File: src/design/sjgad_pkg.sv
package sjgad_pkg;

   localparam int COLUMN_BITS  = 13;
   localparam int DRAW_BITS    = COLUMN_BITS + 1;
   localparam int GLYPH_BYTES  = 16;
   localparam int GLYPH_SHIFT  = $clog2(GLYPH_BYTES);
   localparam int OFFSET_BITS  = 19;
   localparam int ADDR_BITS    = 3;
   localparam int DATA_BITS    = 32;

   localparam logic [ADDR_BITS-1:0] REG_LANG_MODE = 3'd0;

   localparam logic [7:0] LEAD_LO_A  = 8'h81;
   localparam logic [7:0] LEAD_HI_A  = 8'h9f;
   localparam logic [7:0] LEAD_LO_B  = 8'he0;
   localparam logic [7:0] LEAD_HI_B  = 8'hfc;
   localparam logic [7:0] TRAIL_LO_A = 8'h40;
   localparam logic [7:0] TRAIL_HI_A = 8'h7e;
   localparam logic [7:0] TRAIL_LO_B = 8'h80;
   localparam logic [7:0] TRAIL_HI_B = 8'h9e;
   localparam logic [7:0] TRAIL_LO_C = 8'h9f;
   localparam logic [7:0] TRAIL_HI_C = 8'hfc;
   localparam logic [6:0] ROW_OFS_B  = 7'd62;
   localparam logic [6:0] CELL_OFS_B = 7'd63;
   localparam logic [6:0] CELLS      = 7'd94;
   localparam logic [OFFSET_BITS-1:0] WIDE_BASE = OFFSET_BITS'(256 * GLYPH_BYTES);

   localparam logic FONT_SINGLE = 1'b0;
   localparam logic FONT_WIDE   = 1'b1;

   // accepted byte with its column and decode context
   typedef struct packed {
      logic [7:0]             text_byte;
      logic [COLUMN_BITS-1:0] col;
      logic [7:0]             lead;
      logic                   mode;
   } item_type;

   // decoded command; pair means two halves from base offset
   typedef struct packed {
      logic                   emit;
      logic                   pair;
      logic                   font;
      logic [OFFSET_BITS-1:0] offset;
      logic [COLUMN_BITS-1:0] col;
   } cmd_type;

   function automatic logic is_lead(input logic [7:0] b);
      return (b >= LEAD_LO_A && b <= LEAD_HI_A) || (b >= LEAD_LO_B && b <= LEAD_HI_B);
   endfunction

endpackage

File: src/design/shift_jis_glyph_address_decoder_unit.sv
// Bytes are registered in s1, decoded, then loaded into the output register.
// One byte per cycle while req_stall is low (a lead byte emits nothing);
// a double-byte trail takes two result beats, holding back the next one.
// A pending register holds the second half while the next byte is decoded.
// Reset (synchronous): mode 0, no lead byte held, column 0, pipeline empty.
module shift_jis_glyph_address_decoder_unit (
   input  logic                                    clock,
   input  logic                                    reset,
   input  logic                                    req_valid,
   output logic                                    req_stall,
   input  logic [7:0]                              req_text_byte,
   input  logic                                    req_string_start,
   input  logic [sjgad_pkg::COLUMN_BITS-1:0]       req_start_column,
   output logic                                    rsp_valid,
   input  logic                                    rsp_stall,
   output logic                                    rsp_font_select,
   output logic [sjgad_pkg::OFFSET_BITS-1:0]       rsp_glyph_offset,
   output logic signed [sjgad_pkg::DRAW_BITS-1:0]  rsp_draw_column,
   output logic                                    rsp_last_half,
   input  logic                                    psel,
   input  logic                                    penable,
   input  logic                                    pwrite,
   input  logic [sjgad_pkg::ADDR_BITS-1:0]         paddr,
   input  logic [sjgad_pkg::DATA_BITS-1:0]         pwdata,
   output logic [sjgad_pkg::DATA_BITS-1:0]         prdata,
   output logic                                    pready
);

   logic                                   mode_ff, mode_in;
   logic [7:0]                             held_ff, held_in;
   logic [sjgad_pkg::COLUMN_BITS-1:0]      column_ff, column_in;
   logic                                   s1_valid_ff, s1_valid_in;
   sjgad_pkg::item_type                    s1_ff, s1_in;
   sjgad_pkg::cmd_type                     cmd;
   logic                                   cmd_free;
   logic                                   s1_adv;
   logic                                   accept;
   logic                                   reg_hit;
   logic [sjgad_pkg::COLUMN_BITS-1:0]      x;

   // register file
   assign pready  = 1'b1;
   assign reg_hit = paddr[sjgad_pkg::ADDR_BITS-1] ==
                    sjgad_pkg::REG_LANG_MODE[sjgad_pkg::ADDR_BITS-1];
   assign mode_in = (psel && penable && pwrite && reg_hit) ? pwdata[0] : mode_ff;
   assign prdata  = reg_hit ? {{(sjgad_pkg::DATA_BITS-1){1'b0}}, mode_ff} : '0;

   // front end: column and lead tracking at accept
   assign s1_adv    = s1_valid_ff && (!cmd.emit || cmd_free);
   assign req_stall = s1_valid_ff && !s1_adv;
   assign accept    = req_valid && !req_stall;
   assign x         = req_string_start ? req_start_column : column_ff;

   always_comb begin
      column_in = column_ff;
      held_in   = held_ff;
      if (accept) begin
         column_in = x + sjgad_pkg::COLUMN_BITS'(8);
         if (mode_ff) begin
            if (held_ff != 8'd0) begin
               held_in = 8'd0;
            end else if (sjgad_pkg::is_lead(req_text_byte)) begin
               held_in = req_text_byte;
            end
         end
      end
      s1_valid_in      = accept || (s1_valid_ff && !s1_adv);
      s1_in            = s1_ff;
      if (accept) begin
         s1_in.text_byte = req_text_byte;
         s1_in.col       = x;
         s1_in.lead      = held_ff;
         s1_in.mode      = mode_ff;
      end
   end

   always_ff @(posedge clock) begin
      if (reset) begin
         mode_ff     <= 1'b0;
         held_ff     <= 8'd0;
         column_ff   <= '0;
         s1_valid_ff <= 1'b0;
      end else begin
         mode_ff     <= mode_in;
         held_ff     <= held_in;
         column_ff   <= column_in;
         s1_valid_ff <= s1_valid_in;
      end
      s1_ff <= s1_in;
   end

   sjgad_decode u_decode (
      .item (s1_ff),
      .cmd  (cmd)
   );

   sjgad_emit u_emit (
      .clock            (clock),
      .reset            (reset),
      .cmd_valid        (s1_valid_ff && cmd.emit),
      .cmd              (cmd),
      .cmd_free         (cmd_free),
      .rsp_valid        (rsp_valid),
      .rsp_stall        (rsp_stall),
      .rsp_font_select  (rsp_font_select),
      .rsp_glyph_offset (rsp_glyph_offset),
      .rsp_draw_column  (rsp_draw_column),
      .rsp_last_half    (rsp_last_half)
   );

   a_first_half_wide: assert property (@(posedge clock) disable iff (reset)
      rsp_valid && !rsp_last_half |-> rsp_font_select == sjgad_pkg::FONT_WIDE)
      else $error("first half on single-byte font");

   a_second_half_follows: assert property (@(posedge clock) disable iff (reset)
      rsp_valid && !rsp_last_half && !rsp_stall |=> rsp_valid && rsp_last_half)
      else $error("second half missing after first half beat");

   a_stall_needs_item: assert property (@(posedge clock) disable iff (reset)
      req_stall |-> s1_valid_ff && cmd.emit && rsp_valid)
      else $error("input stalled with nothing blocking");

endmodule

File: src/design/sjgad_decode.sv
module sjgad_decode (
   input  sjgad_pkg::item_type item,
   output sjgad_pkg::cmd_type  cmd
);

   logic [7:0]  lead_rel;
   logic [6:0]  row_k;
   logic [6:0]  row_adj;
   logic [6:0]  cell_t;
   logic [7:0]  trail_rel;
   logic [13:0] idx;
   logic [sjgad_pkg::OFFSET_BITS-1:0] single_ofs;
   logic [sjgad_pkg::OFFSET_BITS-1:0] pair_ofs;

   always_comb begin
      if (item.lead <= sjgad_pkg::LEAD_HI_A) begin
         lead_rel = item.lead - sjgad_pkg::LEAD_LO_A;
         row_k    = {lead_rel[5:0], 1'b0};
      end else begin
         lead_rel = item.lead - sjgad_pkg::LEAD_LO_B;
         row_k    = {lead_rel[5:0], 1'b0} + sjgad_pkg::ROW_OFS_B;
      end

      row_adj   = row_k;
      trail_rel = 8'd0;
      cell_t    = 7'd0;
      if (item.text_byte >= sjgad_pkg::TRAIL_LO_A && item.text_byte <= sjgad_pkg::TRAIL_HI_A) begin
         trail_rel = item.text_byte - sjgad_pkg::TRAIL_LO_A;
         cell_t    = trail_rel[6:0];
      end else if (item.text_byte >= sjgad_pkg::TRAIL_LO_B &&
                   item.text_byte <= sjgad_pkg::TRAIL_HI_B) begin
         trail_rel = item.text_byte - sjgad_pkg::TRAIL_LO_B;
         cell_t    = trail_rel[6:0] + sjgad_pkg::CELL_OFS_B;
      end else if (item.text_byte >= sjgad_pkg::TRAIL_LO_C &&
                   item.text_byte <= sjgad_pkg::TRAIL_HI_C) begin
         trail_rel = item.text_byte - sjgad_pkg::TRAIL_LO_C;
         cell_t    = trail_rel[6:0];
         row_adj   = row_k + 7'd1;
      end

      idx        = 14'(row_adj) * 14'(sjgad_pkg::CELLS) + 14'(cell_t);
      single_ofs = sjgad_pkg::OFFSET_BITS'({item.text_byte, sjgad_pkg::GLYPH_SHIFT'(0)});
      pair_ofs   = sjgad_pkg::WIDE_BASE
                 + sjgad_pkg::OFFSET_BITS'({idx, 1'b0, sjgad_pkg::GLYPH_SHIFT'(0)});

      cmd.col = item.col;
      if (!item.mode) begin
         cmd.emit   = 1'b1;
         cmd.pair   = 1'b0;
         cmd.font   = sjgad_pkg::FONT_SINGLE;
         cmd.offset = single_ofs;
      end else if (item.lead == 8'd0) begin
         cmd.emit   = !sjgad_pkg::is_lead(item.text_byte);
         cmd.pair   = 1'b0;
         cmd.font   = sjgad_pkg::FONT_WIDE;
         cmd.offset = single_ofs;
      end else begin
         cmd.emit   = 1'b1;
         cmd.pair   = 1'b1;
         cmd.font   = sjgad_pkg::FONT_WIDE;
         cmd.offset = pair_ofs;
      end
   end

endmodule

File: src/design/sjgad_emit.sv
module sjgad_emit (
   input  logic                                    clock,
   input  logic                                    reset,
   input  logic                                    cmd_valid,
   input  sjgad_pkg::cmd_type                      cmd,
   output logic                                    cmd_free,
   output logic                                    rsp_valid,
   input  logic                                    rsp_stall,
   output logic                                    rsp_font_select,
   output logic [sjgad_pkg::OFFSET_BITS-1:0]       rsp_glyph_offset,
   output logic signed [sjgad_pkg::DRAW_BITS-1:0]  rsp_draw_column,
   output logic                                    rsp_last_half
);

   logic                                   out_valid_ff, out_valid_in;
   logic                                   out_font_ff, out_font_in;
   logic [sjgad_pkg::OFFSET_BITS-1:0]      out_ofs_ff, out_ofs_in;
   logic [sjgad_pkg::DRAW_BITS-1:0]        out_col_ff, out_col_in;
   logic                                   out_last_ff, out_last_in;
   logic                                   pend_ff, pend_in;
   logic [sjgad_pkg::OFFSET_BITS-1:0]      pend_ofs_ff, pend_ofs_in;
   logic [sjgad_pkg::DRAW_BITS-1:0]        pend_col_ff, pend_col_in;
   logic                                   load;
   logic                                   beat;
   logic [sjgad_pkg::DRAW_BITS-1:0]        col_ext;

   assign beat     = out_valid_ff && !rsp_stall;
   assign cmd_free = !out_valid_ff || (beat && !pend_ff);
   assign load     = cmd_valid && cmd_free;
   assign col_ext  = {1'b0, cmd.col};

   always_comb begin
      out_valid_in = load || (out_valid_ff && (rsp_stall || pend_ff));
      out_font_in  = out_font_ff;
      out_ofs_in   = out_ofs_ff;
      out_col_in   = out_col_ff;
      out_last_in  = out_last_ff;
      pend_in      = pend_ff;
      pend_ofs_in  = pend_ofs_ff;
      pend_col_in  = pend_col_ff;
      if (load) begin
         out_font_in = cmd.font;
         out_ofs_in  = cmd.offset;
         out_col_in  = cmd.pair ? col_ext - sjgad_pkg::DRAW_BITS'(8) : col_ext;
         out_last_in = !cmd.pair;
         pend_in     = cmd.pair;
         pend_ofs_in = cmd.offset + sjgad_pkg::OFFSET_BITS'(sjgad_pkg::GLYPH_BYTES);
         pend_col_in = col_ext;
      end else if (beat && pend_ff) begin
         out_ofs_in  = pend_ofs_ff;
         out_col_in  = pend_col_ff;
         out_last_in = 1'b1;
         pend_in     = 1'b0;
      end
   end

   always_ff @(posedge clock) begin
      if (reset) begin
         out_valid_ff <= 1'b0;
         pend_ff      <= 1'b0;
      end else begin
         out_valid_ff <= out_valid_in;
         pend_ff      <= pend_in;
      end
      out_font_ff <= out_font_in;
      out_ofs_ff  <= out_ofs_in;
      out_col_ff  <= out_col_in;
      out_last_ff <= out_last_in;
      pend_ofs_ff <= pend_ofs_in;
      pend_col_ff <= pend_col_in;
   end

   assign rsp_valid        = out_valid_ff;
   assign rsp_font_select  = out_font_ff;
   assign rsp_glyph_offset = out_ofs_ff;
   assign rsp_draw_column  = out_col_ff;
   assign rsp_last_half    = out_last_ff;

endmodule
File: config.mk
export PLATFORM = sky130hd
export DESIGN_NAME = shift_jis_glyph_address_decoder_unit
export DESIGN_NICKNAME = d
export VERILOG_FILES = /design/src/design/sjgad_pkg.sv /design/src/design/shift_jis_glyph_address_decoder_unit.sv /design/src/design/sjgad_decode.sv /design/src/design/sjgad_emit.sv
export SDC_FILE = /design/constraint.sdc
export NUM_CORES = 1
export LEC_CHECK = 0
export ABC_AREA = 1
export BUFFER_PORTS_ARGS = -buffer_cell sky130_fd_sc_hd__buf_2
export CAP_MARGIN = 20
export CORE_ASPECT_RATIO = 2
export CORE_MARGIN = 5
export CORE_UTILIZATION = 45
export DETAILED_ROUTE_END_ITERATION = 16
export PLACE_DENSITY = 0.74
export SKIP_LAST_GASP = 1
export SYNTH_ARGS = -nofsm -noshare
export SYNTH_HDL_FRONTEND = slang
export SYNTH_SLANG_ARGS = --single-unit
File: constraint.sdc
create_clock -name clock -period 9.6 [get_ports clock]
set_input_delay 1.92 -clock clock [delete_from_list [all_inputs] [get_ports clock]]
set_output_delay 1.92 -clock clock [all_outputs]
set_load 0.01 [all_outputs]
== Yosys cells after proc, flatten, opt, wreduce, memory -nomap -nowiden ==
Index checks and enable logic that the tools add are counted.

* $add $sub $neg: 13
* $mul: 1
* Magnitude comparators: 14
* Multiplexer cells: 22
* Bitwise operators: 1
* Reduce and logical (&&, ||, !) cells: 39

{| class="wikitable"
|+ Operator list
! cell !! count
|-
| 2-to-1 mux 7 bit || 7
|-
| >= comparator 8 bit, second input constant || 6
|-
| <= comparator 8 bit, second input constant || 6
|-
| 2-to-1 mux 22 bit || 2
|-
| 2-to-1 mux 14 bit || 3
|-
| 2-to-1 mux 19 bit || 2
|-
| adder 13 x 19 -> 19 bit, first input constant || 1
|-
| adder 19 x 5 -> 19 bit, second input constant || 1
|-
| logical AND 1 bit || 19
|-
| 2-to-1 mux 8 bit || 2
|-
| adder 14 x 7 -> 14 bit || 1
|-
| adder 7 x 6 -> 7 bit, second input constant || 2
|-
| subtractor 13 x 4 -> 14 bit, second input constant || 1
|-
| adder 13 x 4 -> 13 bit, second input constant || 1
|-
| multiplier 7 x 6 -> 13 bit, second input constant || 1
|-
| 2-to-1 mux 13 bit || 1
|-
| >= comparator 8 x 7 -> 1 bit, second input constant || 1
|-
| <= comparator 8 x 7 -> 1 bit, second input constant || 1
|-
| logical NOT 1 bit || 8
|-
| logical NOT 8 bit || 1
|-
| nonzero test 8 bit || 1
|-
| adder 7 x 1 -> 7 bit, second input constant || 1
|-
| logical OR 1 bit || 7
|-
| subtractor 7 x 1 -> 7 bit, second input constant || 1
|-
| other kinds (8) || 13
|}

* Bits in registers: 122
* Bits of input ports: 64
* Word-level logic and storage cells: 106

== Depth between registers and ports, before layout ==
* Depth in word-level cells: 20
* Gate-level depth with buffers: 39

== Modules after synthesis ==
A second synthesis with hierarchy kept.

* Cells, all modules: 969
* Area, all modules: 8130.3 µm²

{| class="wikitable"
|+ By module, submodules not included
! module !! instances !! cells each !! area each (µm²) !! seq. area each (µm²)
|-
| sjgad_emit || 1 || 278 || 3024.2 || 2052.0
|-
| shift_jis_glyph_address_decoder_unit || 1 || 286 || 2561.2 || 1361.3
|-
| sjgad_decode || 1 || 405 || 2544.9 || 0.0
|}

== Least setup slack after synthesis ==
OpenSTA, ideal clock, no wires.

* Path kind: reg2reg
* Start point: register s1_ff[22] in the netlist's numbering
* End point: register u_emit.pend_ofs_ff[18] in the netlist's numbering, data pin
* Library setup time: 0.249 ns
* Data arrival time: 5.008 ns
* Data required time: 9.351 ns
* Slack: 4.342 ns
* Cell stages (with the launch flop): 35
* Path through: edfxtp_1 -> ha_1 -> nand3_1 -> nor2_1 -> inv_1 -> a21oi_1 -> nand2_1 -> nor2_1 -> xor2_1 -> inv_1 -> ha_1 -> or2_2 -> ha_1 -> ha_1 -> fa_1 -> ha_1 -> nand2_1 -> nor2_1 -> nand2_1 -> nand3_1 -> nand3_1 -> nand2_1 -> nand2_1 -> and2_1 -> ha_1 -> nand3_2 -> nand2_1 -> nor2_1 -> nand3_1 -> nor2_1 -> nand2_1 -> nor2_1 -> nand2_1 -> nand2_1 -> inv_1

* Longest elaborated chain between the ends: 11

{| class="wikitable"
|+ Ends and longest elaborated chain
! what !! line !! text
|-
| start, declared || shift_jis_glyph_address_decoder_unit.sv:33 || <nowiki>sjgad_pkg::item_type s1_ff, s1_in;</nowiki>
|-
| start signal, assigned || shift_jis_glyph_address_decoder_unit.sv:89 || <nowiki>s1_ff <= s1_in;</nowiki>
|-
| >= comparator 8 bit or <= comparator 8 bit (tied branches) || sjgad_decode.sv:34, sjgad_decode.sv:35 ||
|-
| logical AND 1 bit || sjgad_decode.sv:34 || <nowiki>end else if (item.text_byte >= sjgad_pkg::TRAIL_LO_C &&</nowiki>
|-
| 2-to-1 mux 7 bit || sjgad_decode.sv:34 ||
|-
| 2-to-1 mux 7 bit || sjgad_decode.sv:30 || <nowiki>end else if (item.text_byte >= sjgad_pkg::TRAIL_LO_B &&</nowiki>
|-
| 2-to-1 mux 7 bit || sjgad_decode.sv:27 || <nowiki>if (item.text_byte >= sjgad_pkg::TRAIL_LO_A && item.text_byte <= sjgad_pkg::TRAIL_HI_A) begin</nowiki>
|-
| multiplier 7 x 6 -> 13 bit || sjgad_decode.sv:41 || <nowiki>idx = 14'(row_adj) * 14'(sjgad_pkg::CELLS) + 14'(cell_t);</nowiki>
|-
| adder 14 x 7 -> 14 bit || sjgad_decode.sv:41 ||
|-
| adder 13 x 19 -> 19 bit || sjgad_decode.sv:44 || <nowiki>+ sjgad_pkg::OFFSET_BITS'({idx, 1'b0, sjgad_pkg::GLYPH_SHIFT'(0)});</nowiki>
|-
| 2-to-1 mux 22 bit || sjgad_decode.sv:52 || <nowiki>end else if (item.lead == 8'd0) begin</nowiki>
|-
| 2-to-1 mux 22 bit (*) || sjgad_decode.sv:47 || <nowiki>if (!item.mode) begin</nowiki>
|-
| adder 19 x 5 -> 19 bit (*) || sjgad_emit.sv:47 || <nowiki>pend_ofs_in = cmd.offset + sjgad_pkg::OFFSET_BITS'(sjgad_pkg::GLYPH_BYTES);</nowiki>
|-
| end signal, assigned || sjgad_emit.sv:69 || <nowiki>pend_ofs_ff <= pend_ofs_in;</nowiki>
|-
| end, declared || sjgad_emit.sv:21 || <nowiki>logic [sjgad_pkg::OFFSET_BITS-1:0] pend_ofs_ff, pend_ofs_in;</nowiki>
|}

Every way passes the cells marked *; elsewhere a longest branch is shown, timed or not.
A chain may end at the register's enable or synchronous reset.

== Final worst setup path ==
Same ends and word-level chain as after synthesis.

==> impl_metrics.yaml <==
run_status:
  status: "complete, no violations"
hold_path:
  hold_path.class: "flop to flop"
  hp-start: "mode_ff$_SDFFE_PP0P_"
setup_path:
  slowest_stage: "nor2_1"
  r2r-start: "s1_ff[22]$_DFFE_PP_"
  worstSetupPathType: "flop to flop"
  crit_fanout: 8
  crit_path_frequent_cell: "nand2_1"
  cp-start-kind: "flop"
  slowest_delay_ns: 0.50
  required_ns: 9.77
  crit_path_start: "s1_ff[22]$_DFFE_PP_"
  arrival_ns: 6.19
  end_kind: "flop"
grt:
  antenna_found_initial: 0
  grt_max_degree: 52
  grt_first_pass_wirelength_mm: 23.6
  grt_pass1_vias: 5418
  overflow: 0
  grt.total_usage: 0.148
die:
  coreArea_um2: 16600
  chipWidth_um: 102
  ios: 134
  dieArea_um2: 19600
  die_height_um: 193
  fp-row-count: 67
  start_util: 0.454
power_and_ir_drop:
  power_frac_comb: 0.429
  switching_share: 0.405
  total_power_mw: 2.12
  p_leak_nw: 3.91
  power_frac_seq: 0.286
  vdd.ir_drop.worst_mv: 0.133
  internal_power_mw: 1.26
  power_frac_clock: 0.285
  switching_power_mw: 0.856
  power_density_nw_per_um2: 250
placed_design:
  place_area_um2: 7890
  io_buffer_count: 64
  gp_congestion: 0.871
  dp_hpwl_mm: 11.1
timing:
  tightest_slew_ns: 0.930
  rsz0062_at_grt: "no"
  maxSlewHeadroom: 0.379
  fmax_mhz: 166
  setup_tns_ns: 0
  hold_viol_final: 0
  clock_skew_ns: 0.00829
  fin_crit_ns: 6.01
  period_share: 0.626
  slew_viol_final: 0
  setup_violations: 0
clock_network:
  post_cts_resized: 0
  clk_pin_slew_ns: 0.06
  cts_tree: "built"
  cts_root_buf: "clkbuf_16"
  cts_buffers: 17
  htree_levels: 4
  cts_sinks: 114
  clockBufferDepth: 2
  post_cts_buffers: 0
  hold_buffers: 0
  clk_latency_ns: 0.41
synth:
  synth_top_area_share: 0.355
  synth_edf_count: 89
  seq_area_frac_synth: 0.421
  async_flop_share: 0
  synth_area_leaders: "edfxtp_1 35%, nand2_1 10%, ha_1 6.8%"
  synth-main-ff-cell: "edfxtp_1"
  yosysWarnings: 0
  synth-seq-cells: 114
  syn-cell-area_um2: 7540
  synth.distinct_cells: 49
  syn-instance-count: 884
  synth_area_leader_cell: "edfxtp_1"
  syn_area_per_cell_um2: 8.52
detailed_routing:
  drc: 0
  ant_nets: 0
  wl_mm: 14.3
  wl_per_cell_um: 12.2
  first_pass_iters: 7
  drt_iter0_drc: 281
  num_vias: 5708
  routed_via_density: 4.89
layout:
  final_area_um2: 8460
  area_delta_synth_final_pct: 12.2
  drive_gt1_frac: 0.160
  finalNetCount: 1066
  fillers: 1580
  antenna_cells: 0
  fin_util: 0.510
flow_run:
  maxCapViolations: 0
layer usage:
metal	part of all wire	global-route usage
met2	0.50	0.251
met1	0.44	0.183
met5	0	0
met3	0.048	0.0320
met4	0.014	0.0507
placed cells by master, fill, tap and decap left out, types with 21 or more instances in the layout:
master	count
buf_2	64
ha_1	41
conb_1	36
edfxtp_1	89
inv_1	125
xor2_1	21
dfxtp_1	25
nand3_1	46
nand2_1	202
o21ai_0	47
a21oi_1	32
nor2_1	57
stage by stage:
stage	setup WS, ns	cells	hold slack, ns
floorplan	4.34	918	0.408
global placement	3.65	1136	0.416
detailed placement	3.60	1136	0.416
CTS	3.58	1168	0.431
global route	3.03	1168	0.452
finish	3.59	1168	0.432
power groups by stage:
stage                     combinational, mW  clock, mW  sequential [mW]
after global routing                   1.05      0.633            0.609
after CTS                             0.913      0.612            0.605
after global placement                0.880          0            0.614
final                                 0.908      0.602            0.605
after detailed placement              0.908          0            0.615
after floorplan                       0.759          0            0.615
Yosys cell counts (5+ instances only):
cell type    n
a21oi_1     32
buf_2       10
buf_4       36
clkbuf_1     6
dfxtp_1     25
edfxtp_1    89
fa_1        13
ha_1        41
inv_1      125
inv_2       11
nand2_1    202
nand2_2     16
nand3_1     46
nand3_2      5
nand4_1     18
nor2_1      57
nor2_2       5
nor2_4       6
nor3_1       5
o21ai_0     47
o21ai_1      6
xnor2_1     16
xor2_1      21
registers in the layout (all words and copies together), names as in the netlist, 8 cells and up:
signal and flops:
u_emit.pend_ofs_ff 15, u_emit.pend_col_ff 13, column_ff 13, s1_ff 30
held_ff 8, u_emit.rsp_glyph_offset 15, u_emit.rsp_draw_column 14
worst paths after layout:
| path | slack (ns) | cells past startpoint | to |
|---|---|---|---|
| max | 3.59 | 34 | u_emit.pend_ofs_ff[18]$_DFFE_PP_ |
| min | 0.43 | 0 | s1_ff[0]$_DFFE_PP_ |
| max reg2reg | 3.59 | 34 | u_emit.pend_ofs_ff[18]$_DFFE_PP_ |
| min reg2reg | 0.43 | 0 | s1_ff[0]$_DFFE_PP_ |
cell families after synthesis:
group                    synth area share
AND/OR/NAND/NOR                     0.232
buffers and inverters               0.118
flip-flops                          0.421
AO/OA/AOI/OAI                      0.0784
adder cells (fa/ha/maj)             0.103
XOR/XNOR                           0.0430
multiplexers                      0.00398
other                            0.000997
final cells by class:
type                    count  area [µm²]  area share
clock inverters            15         146      0.0173
repair buffers             66         335      0.0396
flip-flops and latches    114        3170       0.375
clock buffers              17         425      0.0503
multi-input cells         612        3600       0.426
well taps                 207         259      0.0306
inverters                 137         514      0.0608
critical path, delay by kind of cell, from the launching register on:
kind	cells	cell delay [ns]
adder cells (fa/ha/maj)	7	1.98
buffers and inverters	3	0.20
flip-flops	1	0.42
AND/OR/NAND/NOR	22	2.82
XOR/XNOR	1	0.18
AO/OA/AOI/OAI	1	0.12
(Power assumes the default switching activity.)
